<file path="config.mk">
export PLATFORM = sky130hd
export DESIGN_NAME = pip_ram
export DESIGN_NICKNAME = d
export VERILOG_FILES = /design/src/design/assert_macros.svh /design/src/design/pip_ram.sv
export SDC_FILE = /design/constraint.sdc
export NUM_CORES = 1
export LEC_CHECK = 0
export BUFFER_PORTS_ARGS = -buffer_cell sky130_fd_sc_hd__buf_2
export CAP_MARGIN = 25
export CORE_MARGIN = 2
export CORE_UTILIZATION = 60
export CTS_BUF_LIST = sky130_fd_sc_hd__clkbuf_2 sky130_fd_sc_hd__clkbuf_4 sky130_fd_sc_hd__clkbuf_8
export DETAILED_ROUTE_END_ITERATION = 8
export PLACE_DENSITY_LB_ADDON = 0.12
export RECOVER_POWER = 50
export SYNTH_ARGS = -nofsm -noshare
export SYNTH_HDL_FRONTEND = slang
export SYNTH_SLANG_ARGS = --single-unit
</file>
<file path="constraint.sdc">
create_clock -name clk -period 10.6 [get_ports clk]
set_clock_uncertainty 0.1 [all_clocks]
set_input_delay 3.18 -clock clk [delete_from_list [all_inputs] [get_ports clk]]
set_output_delay 3.18 -clock clk [all_outputs]
set_load 0.01 [all_outputs]
</file>
<file path="src/design/assert_macros.svh">
// Assertion macros for the point-in-polygon top level.
`ifndef ASSERT_MACROS_SVH
`define ASSERT_MACROS_SVH

// Same-cycle implication, checked on every rising clk, idle in reset.
`define PIP_ASSERT_IMP(label, ante, cons, msg) \
	label: assert property (@(posedge clk) disable iff (!arst_n) (ante) |-> (cons)) \
		else $error(msg);

// Next-cycle implication, checked on every rising clk, idle in reset.
`define PIP_ASSERT_NXT(label, ante, cons, msg) \
	label: assert property (@(posedge clk) disable iff (!arst_n) (ante) |=> (cons)) \
		else $error(msg);

`endif

</file>
<file path="src/design/pip_ram.sv">
// Generic single-write, single-read RAM with registered read data.
`timescale 1ns / 1ps
module pip_ram #(
	parameter int WIDTH = 64,
	parameter int DEPTH = 16
) (
	input  logic                     clk,
	input  logic                     we,
	input  logic [$clog2(DEPTH)-1:0] waddr,
	input  logic [WIDTH-1:0]         wdata,
	input  logic [$clog2(DEPTH)-1:0] raddr,
	output logic [WIDTH-1:0]         rdata
);
	logic [WIDTH-1:0] mem_q [DEPTH];

	always_ff @(posedge clk) begin
		if (we) begin
			mem_q[waddr] <= wdata;
		end
		rdata <= mem_q[raddr];
	end
endmodule

</file>
After elaboration in Yosys (flattened, before gate mapping) --
Memories as Yosys holds them, arrays and structs flattened. A register that Yosys moved wholly into a read port is not among the register bits. Cells that the tools add are included.
Storage, ports and cells: register bits 0, bits in latches 0, bits in writable memories 1024, bits in read-only memories 0, bits of input ports 74, output and inout port bits 64, word-level logic and storage cells 3, memories 1
Memory list:
- mem_q | depth 16, bits a word 64, read ports 1, clocked after memory_dff 1, write ports 1, RTL line pip_ram.sv:14 | logic [WIDTH-1:0] mem_q [DEPTH];
Operators by class: $add $sub $neg 0, $mul 0, div/mod/pow operators 0, order comparisons 0, equal/unequal tests 0, shift operators 0, multiplexer cells 2, bitwise logic cells 0, reductions and logical operators 0
Operators by type and width (number):
- $mux W1 | 2

Longest topological paths before layout --
word-level depth 2, mapped depth 6, mapped depth without buffers 3

Least setup slack after synthesis --
OpenSTA, ideal clock, no wires.
path kind input to register, start input waddr[2], end memory mem_q[0][0], enable pin, setup time 565 ps, data arrival time 8043 ps, data required time 9935 ps, setup slack 1891 ps, cell stages on the path 2, path buffers 0, cells stage by stage or3b_2 > nor3_1
RTL lines:
- start, declared | RTL line pip_ram.sv:9 | input logic [$clog2(DEPTH)-1:0] waddr,
- end, declared | RTL line pip_ram.sv:14
Straight into the memory's write port.

Worst setup path in the final report --
start input waddr[0], end memory mem_q[6][52], enable pin
Straight into the memory's write port.

==> flow_metrics.tcl <==
set metrics [dict create \
    status "complete, but fails checks" \
    violations "max-capacitance violations, max-slew violations" \
    die_w_um 261 \
    die_area_um2 68000 \
    cts_tree "done" \
    grt-ovfl-total 0 \
    powerDensity_nw_per_um2 194 \
    setup_viol 0 \
    clock.fmax_mhz 162 \
    dp_cells 2599 \
    timing.rr.start "mem_q[11][61]" \
    postSynthCellCount 1647 \
    crit_chain "clkbuf_1 -> nand2b_1 -> nor2_1 -> clkbuf_1 -> buf_4" \
    cp-start-kind "input pin" \
    clkLatencyLatePin_ns 0.80 \
    critPathArrivalTime_ns 6.47 \
    grt_first_pass_wirelength_um 121000 \
    hp-start "mem_q[15][4]" \
    syn_area_um2 39600 \
    gr-usage-met1_pct 34.9 \
    worstMarginPinSlew_ns 2.08 \
    required_ns 10.91 \
    pin_count 138 \
    rows 94 \
    port_buffers 137 \
    met3_usage_pct 4.94 \
    postCtsResizedCells 0 \
    hold_path_end "rdata[4]" \
    avgSynthCellArea_um2 24.0 \
    rrSetupSlack_ns 9.18 \
    clk_path_buf_depth 3 \
    vias 18128 \
    htreeDepth 4 \
    fin_tns_setup_ns 0 \
    final_layout_size_suffix_gt1_share_pct 32.4 \
    use_met2_pct 42.1 \
    r2r_end "rdata[61]" \
    ys_seq_area_share_pct 80.9 \
    drt-initial-drc-count 1877 \
    cts_setup_buffers 0 \
    firstDrtPassIters 5 \
    ys_seq_elements 1088 \
    synth.distinct_cells 18 \
    path_clk_slew_ns 0.06 \
    cap_viol_max_count 4 \
    yosys_warnings 0 \
    antenna_found_initial 6 \
    grt_max_degree 131 \
    nets 1980 \
    place.gp.congestion 0.713 \
    num-fill-cells 4082 \
    hold_buffers 0 \
    viasPerCell 6.22 \
    hold_class "reg2reg" \
    grt_pass1_vias 18844 \
    cp_slowest_stage_delay_ns 1.35 \
    cp-end-kind "flop" \
    root_buffer "clkbuf_8" \
    cts.sinks 1088 \
    finalCritPeriodShare_pct 58.1 \
    routed_wl_um 83300 \
    crit_slowest_cell "clkbuf_1" \
    critPathTopFamily "buffers and inverters" \
    path_buf_inv 3 \
    numCtsBuffers 168 \
    fin_crit_ns 6.16 \
    holdPathStages 3 \
    leakage_nw 14.4 \
    synthesis.nets 1721 \
    syn2layout_area_growth_pct 12.8 \
    peakVddDrop_mv 0.132 \
    cp_common_cell "clkbuf_1" \
    reg2regPathDepth 3 \
    busiest_layer "met2" \
    fp.coreArea_um2 65500 \
    path_class "in2reg" \
    final_cell_count_no_fill 2914 \
    initial_utilization_pct 60.4 \
    drc 0 \
    rsz0062_at_grt "no" \
    slew_viol_final 85 \
    track_usage_pct 25.3 \
    dieHeight_um 261 \
    post-dp-hpwl_um 39400 \
    max-slew-margin-rel_pct -38.5 \
    crit_fanout 41 \
    routedWlPerCell_um 28.6 \
    hold_violations 0 \
    ant_nets 0 \
]
==> final cells by class <==
| class | instances | area (um^2) | area share, % |
|---|---|---|---|
| Multi-Input combinational cell | 475 | 7210 | 16.2 |
| Timing Repair Buffer | 173 | 927 | 2.08 |
| Tap cell | 864 | 1080 | 2.42 |
| Sequential cell | 1088 | 32000 | 71.7 |
| Antenna cell | 3 | 7.51 | 0.0168 |
| Clock inverter | 50 | 272 | 0.608 |
| Clock buffer | 261 | 3140 | 7.02 |
==> registers in the layout, indices dropped and copies added (netlist names) <==
| name | cells |
|---|---|
| mem_q | 1024 |
| rdata | 64 |
==> Yosys cell counts (all sizes together) <==
library cell | count | area [um^2]
clkbuf | 36 | 135
a22oi | 128 | 961
nand2 | 65 | 244
and2 | 1 | 6.26
nor2 | 13 | 48.8
buf | 48 | 317
mux4 | 256 | 5770
edfxtp | 1024 | 30700
nor3 | 4 | 20.0
nand3 | 1 | 5.00
nand2b | 2 | 12.5
nand3b | 2 | 15.0
or3b | 1 | 8.76
nor2b | 2 | 12.5
dfxtp | 64 | 1280
==> how the worst max path moves through the flow <==
stage                        start           end  slack (ns)  cells after the start
final                     waddr[0]  mem_q[6][52]        4.44                      5
after global routing      waddr[0]  mem_q[6][52]        4.34                      5
after CTS                 waddr[2]  mem_q[9][11]        5.44                      4
after detailed placement  waddr[2]  mem_q[9][11]        4.60                      4
after global placement    waddr[2]  mem_q[9][12]        4.64                      4
after floorplan           waddr[2]   mem_q[0][0]        1.89                      2
==> logic make-up after synthesis <==
logic type	synth area share [%]
flops	80.9
compound gates	2.43
mux	14.6
buf+inv	1.14
simple gates	0.942
==> worst reg2reg max path, stage by stage (launching register included) <==
cell and delay [ns]:
edfxtp_1 0.37, mux4_2 0.48, a22oi_1 0.26, nand2_1 0.09
==> where the power goes <==
group / total, mW / internal [mW] / switching, mW / leakage [nW]
Sequential: 4.85 / 4.81 / 0.0321 / 9.79
Combinational: 0.402 / 0.161 / 0.241 / 2.77
Clock: 3.44 / 1.90 / 1.53 / 1.79
==> cell usage in the layout, fill, tap and decap left out, types with 3 or more instances in the layout <==
cell,instances
a22oi_1,128
buf_2,69
buf_4,30
clkbuf_1,69
clkbuf_4,73
clkbuf_8,188
clkinv_1,26
clkinv_2,12
clkinvlp_4,10
dfxtp_1,64
diode_2,3
edfxtp_1,1024
mux4_2,256
nand2_1,65
nor2_4,11
nor3_2,3
==> stage by stage <==
step                setup slack (ns)  power [mW]  hold slack (ns)  utilization, %  cell area [um^2]
floorplan                       1.89        5.17            0.535               -             39600
global placement                4.64        5.33            0.549            63.1             41300
detailed placement              4.60        5.35            0.555            63.1             41400
CTS                             5.44        8.76            0.563            68.3             44800
global route                    4.34        8.97            0.588            68.2             44700
finish                          4.44        8.68            0.561            68.2             44700
==> metal layers <==
metal,vias to the layer above,part of all wire (%)
li1,7601,-
met1,9730,40
met2,672,52
met3,115,6.8
met4,10,1.7
met5,-,0.079
Power figures use the tool's default switching activity.
