<file path="config.mk">
export PLATFORM = sky130hd
export DESIGN_NAME = pip_seq
export DESIGN_NICKNAME = d
export VERILOG_FILES = /design/src/design/assert_macros.svh /design/src/design/pip_pkg.sv /design/src/design/pip_seq.sv
export SDC_FILE = /design/constraint.sdc
export NUM_CORES = 1
export LEC_CHECK = 0
export BUFFER_PORTS_ARGS = -buffer_cell sky130_fd_sc_hd__buf_2
export CORE_ASPECT_RATIO = 0.7
export CORE_UTILIZATION = 40
export CTS_BUF_LIST = sky130_fd_sc_hd__clkbuf_8
export DETAILED_ROUTE_END_ITERATION = 8
export PLACE_DENSITY = 0.78
export SLEW_MARGIN = 0
export SYNTH_ARGS = -nofsm -noshare
export SYNTH_HDL_FRONTEND = slang
export SYNTH_SLANG_ARGS = --single-unit
</file>
<file path="constraint.sdc">
create_clock -name clk -period 2.4 [get_ports clk]
set_clock_uncertainty 0.05 [all_clocks]
set_input_delay 0.48 -clock clk [delete_from_list [all_inputs] [get_ports clk]]
set_output_delay 0.48 -clock clk [all_outputs]
set_load 0.02 [all_outputs]
</file>
<file path="src/design/assert_macros.svh">
// Assertion macros for the point-in-polygon top level.
`ifndef ASSERT_MACROS_SVH
`define ASSERT_MACROS_SVH

// Same-cycle implication, checked on every rising clk, idle in reset.
`define PIP_ASSERT_IMP(label, ante, cons, msg) \
	label: assert property (@(posedge clk) disable iff (!arst_n) (ante) |-> (cons)) \
		else $error(msg);

// Next-cycle implication, checked on every rising clk, idle in reset.
`define PIP_ASSERT_NXT(label, ante, cons, msg) \
	label: assert property (@(posedge clk) disable iff (!arst_n) (ante) |=> (cons)) \
		else $error(msg);

`endif

</file>
<file path="src/design/pip_pkg.sv">
// Shared constants and types for the point-in-polygon test unit.
`timescale 1ns / 1ps
package pip_pkg;
	localparam int MAX_VERTICES_DEF = 16;
	localparam int COORD_WIDTH_DEF  = 32;
	localparam int CFG_WIDTH        = 5;
	localparam int IDX_WIDTH        = 4;
	localparam int VCOUNT_RESET     = 3;

	typedef enum logic {
		MODE_VERTEX = 1'b0,
		MODE_QUERY  = 1'b1
	} pip_mode_t;

	// One edge slot travelling down the pipeline.
	typedef struct packed {
		logic valid;   // slot carries a vertex read
		logic edge_v;  // a previous vertex exists, so this slot closes an edge
		logic last;    // final slot of the query
	} pip_tok_t;
endpackage

</file>
<file path="src/design/pip_seq.sv">
// Command acceptance, vertex write decode and per-query vertex read sequencer.
`timescale 1ns / 1ps
module pip_seq #(
	parameter int MAX_VERTICES = pip_pkg::MAX_VERTICES_DEF,
	parameter int COORD_WIDTH  = pip_pkg::COORD_WIDTH_DEF
) (
	input  logic                               clk,
	input  logic                               arst_n,
	input  logic                               start,
	input  pip_pkg::pip_mode_t                 mode,
	input  logic [pip_pkg::IDX_WIDTH-1:0]      vertex_index,
	input  logic signed [COORD_WIDTH-1:0]      coord_x,
	input  logic signed [COORD_WIDTH-1:0]      coord_y,
	input  logic [$clog2(MAX_VERTICES+1)-1:0]  active_cnt,
	input  logic                               result_done,
	output logic                               busy,
	output logic                               ram_we,
	output logic [$clog2(MAX_VERTICES)-1:0]    ram_waddr,
	output logic [$clog2(MAX_VERTICES)-1:0]    ram_raddr,
	output logic signed [COORD_WIDTH-1:0]      point_x,
	output logic signed [COORD_WIDTH-1:0]      point_y,
	output pip_pkg::pip_tok_t                  tok
);
	import pip_pkg::*;

	localparam int AW   = $clog2(MAX_VERTICES);
	localparam int CNTW = $clog2(MAX_VERTICES + 1);
	localparam int CMPW = (CNTW > IDX_WIDTH) ? CNTW : IDX_WIDTH;

	logic            busy_q;
	logic            issuing_q;
	logic [CNTW-1:0] step_q;
	logic            busy_now;
	logic            accept;
	logic            at_last;

	// the result cycle already frees the unit
	assign busy_now = busy_q && !result_done;
	assign accept   = start && !busy_now;
	assign at_last  = (step_q == active_cnt);

	always_ff @(posedge clk or negedge arst_n) begin
		if (!arst_n) begin
			busy_q    <= 1'b0;
			issuing_q <= 1'b0;
			step_q    <= '0;
		end else if (accept && mode == MODE_QUERY) begin
			busy_q    <= 1'b1;
			issuing_q <= 1'b1;
			step_q    <= '0;
		end else if (result_done) begin
			busy_q <= 1'b0;
		end else if (issuing_q) begin
			if (at_last) begin
				issuing_q <= 1'b0;
			end else begin
				step_q <= step_q + 1'b1;
			end
		end
	end

	// hold the query point for the whole edge sweep
	always_ff @(posedge clk) begin
		if (accept && mode == MODE_QUERY) begin
			point_x <= coord_x;
			point_y <= coord_y;
		end
	end

	// drop vertex writes at or beyond the active count
	assign ram_we    = accept && (mode == MODE_VERTEX)
	                   && (CMPW'(vertex_index) < CMPW'(active_cnt));
	assign ram_waddr = AW'(vertex_index);
	// the closing edge re-reads vertex 0
	assign ram_raddr = at_last ? '0 : step_q[AW-1:0];

	assign tok.valid  = issuing_q;
	assign tok.edge_v = (step_q != '0);
	assign tok.last   = at_last;
	assign busy       = busy_now;
endmodule

</file>
== Word-level counts from Yosys, hierarchy flattened ==
Cells that the tools add are included.
Operators by class
  $add $sub $neg: 1
  multipliers: 0
  divide/modulo/power cells: 0
  magnitude comparators: 1
  equality and inequality tests: 3
  shift operators: 0
  muxes and demuxes: 11
  bitwise operators: 1
  reduce and logical (&&, ||, !) cells: 11
Operator list (number)
  $mux 5: 4
  $mux 1: 6
  $add 5x1->5 const B: 1
  $eq 5x5->1: 1
  $logic_and 1x1->1: 5
  $lt 4x5->1: 1
  $reduce_bool 5->1: 1
  $mux 4: 1
  $ne 2x1->1 const B: 2
  $reduce_bool 2->1: 2
  $reduce_and 3->1: 1
  $logic_not 1->1: 2
  $not 1->1: 1
Word-level totals
  flip-flop bits (word level): 71
  bits in latches: 0
  RAM bits: 0
  memory bits (read-only): 0
  bits of input ports: 78
  memories kept: 0

== Depth between registers and ports, before layout ==
  depth after elaboration: 7
  mapped depth: 6

== Worst setup path after synthesis ==
No wires, ideal clock.
  path kind: input port to flip-flop
  start: in result_done
  end: reg point_x[0], enable pin
  library setup time: 0.422 ns
  data arrival time: 2.070 ns
  data required time: 1.928 ns
  path slack: -0.142 ns
  stages on the path: 3
  path through: nand2b_1 nand3_1 inv_1
Between the ends
  cells in the longest elaborated chain, start to end: 5
RTL lines
  start, declared: RTL line pip_seq.sv:15  | input logic result_done,
  $logic_not 1->1: RTL line pip_seq.sv:38  | assign busy_now = busy_q && !result_done;
  $logic_and 1x1->1: RTL line pip_seq.sv:38
  $logic_not 1->1: RTL line pip_seq.sv:39  | assign accept = start && !busy_now;
  $logic_and 1x1->1: RTL line pip_seq.sv:39
  $logic_and 1x1->1: RTL line pip_seq.sv:64  | if (accept && mode == MODE_QUERY) begin
  end signal, assigned: RTL line pip_seq.sv:65  | point_x <= coord_x;
  end, declared: RTL line pip_seq.sv:20  | output logic signed [COORD_WIDTH-1:0] point_x,
No other way between the ends.
A chain may end at the register's enable or synchronous reset.

==> results.md <==
* DRC at 0
* Post-Syn Area at 2510 sq um
* Clock tree sinks at 71
* Max Freq at 0.434 GHz
* Final Hold Viols at 0
* CTS tree: built
* Final GP Congestion at 0.815
* Final Cycle Share at 96.0%
* Startpoint Class: flop
* Clock Root Buffer: clkbuf_8
* Worst Path Required at 1870 ps
* Core area at 5870 sq um
* CTS Buf Count at 9
* Die height at 68.2 microns
* Fill cells at 477
* RSZ-0062 raised after global routing: no
* Measured slew at the worst slew-check pin at 297 ps
* Port Buffers at 154
* Max-slew violations at 0
* Flops & latches, synth at 71
* Layout area overhead at 43.8%
* Initial antenna violation count at 0
* Largest net degree at the start of global routing at 45
* Synth cell types at 23
* Worst hold-check path type: input port to flop
* Top cell type by total area after synthesis: edfxtp_1
* Max VDD drop at 0.650 mV
* Delay-heaviest family, CP: simple AND/OR/NAND/NOR gates
* 1st-iter DRT viols at 65
* Highest-delay cell along the critical path: or4b_2
* P per Cell Area at 849 nW/um^2
* Layout net count at 379
* Minimum clock period at 2300 ps
* CTS max path bufs at 2
* Worst path cell trace: inv_1, ha_1, or4b_2, buf_2
* Gr usage total at 15.7%
* Rows at 23
* Max_cap viols at 0
* Share of layout cells above drive strength 1 at 59.5%
* Clk_lat worst skew at 330 ps
* Detail Route Antenna Nets at 0
* CP arrival at 1770 ps
* Setup_tns at 0 ps
* Status: finished clean
* Via count at 1647
* Clock slew at reported path FFs at 80 ps
* Syn avg cell area at 18.9 sq um
* Avg WL per Cell at 13.7 microns
* Slew headroom at 80.2%
* Width of the die at 96.6 microns
* Mapped Cells at 133
* Crit Path Class: flop to primary output
* Synth area leaders: edfxtp_1 77%, dfrtp_1 7.0%, ha_1 2.5%
* Buf/Inv on CP at 2
* Starting Density at 42.7%
* Syn_nets at 216
* First-pass GRT wire length at 7730 microns
* Number of global-route vias before repair at 1641
* Final setup vio count at 0
* Area of the multi-input gates at 335 sq um
* Seq/Total Area, Yosys at 83.6%
* Crit path capture type: primary output
* Power, Total at 0.00306 W
* Die ar. at 6590 sq um
* Leakage power at 1.63 nW
* H-Tree Depth at 3
* Drt pass-1 iters at 6
* Post-synth top area share at 76.6%
* Antenna cells at 0
* Warnings, synthesis at 0
* Via density at 4.38
* Worst-path fanout max at 5
* Total wire length at 5170 microns
* Register Area at 2100 sq um
* Top Ports at 155
* Grt ovf at 0
* CP peak stage delay at 570 ps
* Dpl hpwl at 3960 microns
==> registers in the layout, summed over array words and instances, names as in the netlist <==
name and count:
point_x 32, busy_q 1, point_y 32, issuing_q 1, step_q 5
==> synth_stat cells <==
cell / count
edfxtp_1: 64
inv_1: 8
nor2_1: 8
dfrtp_1: 7
buf_4: 6
ha_1: 5
nand2_1: 5
xor2_1: 5
a21oi_1: 4
xnor2_1: 4
a21o_1: 2
and2_1: 2
nand2b_1: 2
nand4_1: 2
a21boi_2: 1
and2b_1: 1
mux2i_1: 1
nand3_1: 1
nor2_2: 1
nor3_2: 1
o21a_1: 1
o21ai_1: 1
or4b_2: 1
==> cell usage in the layout, fill, tap and decap left out, types with 2 or more instances in the layout <==
master and instances:
buf_2 154, edfxtp_1 64, clkbuf_8 9, nor2_1 8, inv_1 7, dfrtp_1 6, xor2_1 5, nand2_1 5
ha_1 5, a21oi_1 4, xnor2_1 4, and2_1 2, nand2b_1 2, clkinvlp_4 2, a21o_1 2, nand4_1 2
clkinv_4 2, bufinv_16 2, buf_4 2
==> cell type report <==
| cell class | instances | area share (%) |
|---|---|---|
| Timing Repair Buffer | 158 | 22.6 |
| Clock inverter | 7 | 2.91 |
| Tap cell | 75 | 2.60 |
| Clock buffer | 9 | 3.44 |
| Sequential cell | 71 | 58.2 |
| Inverter | 8 | 0.937 |
| Multi-Input combinational cell | 48 | 9.30 |
==> final timing paths <==
path / startpoint / end / slack, ps / cells past startpoint
max in group asynchronous: arst_n / step_q[0] / 1660 / 2
min: coord_y[28] / point_y[28] / 270 / 1
min reg2reg: issuing_q / issuing_q / 480 / 2
min in group asynchronous: arst_n / busy_q / 460 / 2
max reg2reg: busy_q / point_x[2] / 860 / 4
max: step_q[0] / tok[1] / 100 / 4
==> per-layer routing <==
layer	global-route usage, %	vias to the layer above	wire length [microns]
li1	-	805	-
met1	17.5	744	2110
met2	25.1	93	2460
met4	7.65	0	24
met5	0	-	0
met3	8.38	5	573
==> worst reg2reg max path, cell delays in order, from the launching register on <==
cell	delay, ps
dfrtp_1	380
nand2b_1	130
nand3_1	190
clkinvlp_4	150
buf_4	300
==> report_power, final <==
| part | leakage [nW] | internal, W | switching (W) |
|---|---|---|---|
| logic | 0.838 | 0.000209 | 0.000301 |
| clock network | 0.112 | 0.000599 | 0.000457 |
| registers | 0.683 | 0.00144 | 0.0000587 |
| total | 1.63 | 0.00225 | 0.000816 |
==> per-stage QoR <==
step	instances	setup WS (ps)	util, %	hold slack (ps)	cell area, sq um
floorplan	133	150	-	134	2510
global placement	359	291	57.3	275	3370
detailed placement	359	273	57.3	277	3370
CTS	376	40.1	61.4	241	3600
global route	376	25.0	61.4	237	3610
finish	376	97.0	61.4	268	3610
==> cell families (layout without fill, tap and decap cells) <==
logic type | count (synthesis) | after routing | share of synthesized area (%)
flops | 71 | 71 | 83.6
simple gates | 24 | 24 | 4.99
buf+inv | 14 | 182 | 2.99
compound gates | 9 | 9 | 2.35
xor+xnor | 9 | 9 | 3.14
fa+ha+maj | 5 | 5 | 2.50
mux | 1 | 1 | 0.399
==> repair_timing <==
action	in CTS	in global routing
endpoints found under the setup margin	0	1
buffers inserted	0	0
gates resized for setup	0	1
endpoints found under the hold margin	7	0
hold buffers	1	0
Note: power is estimated with default switching activity, not from simulation.
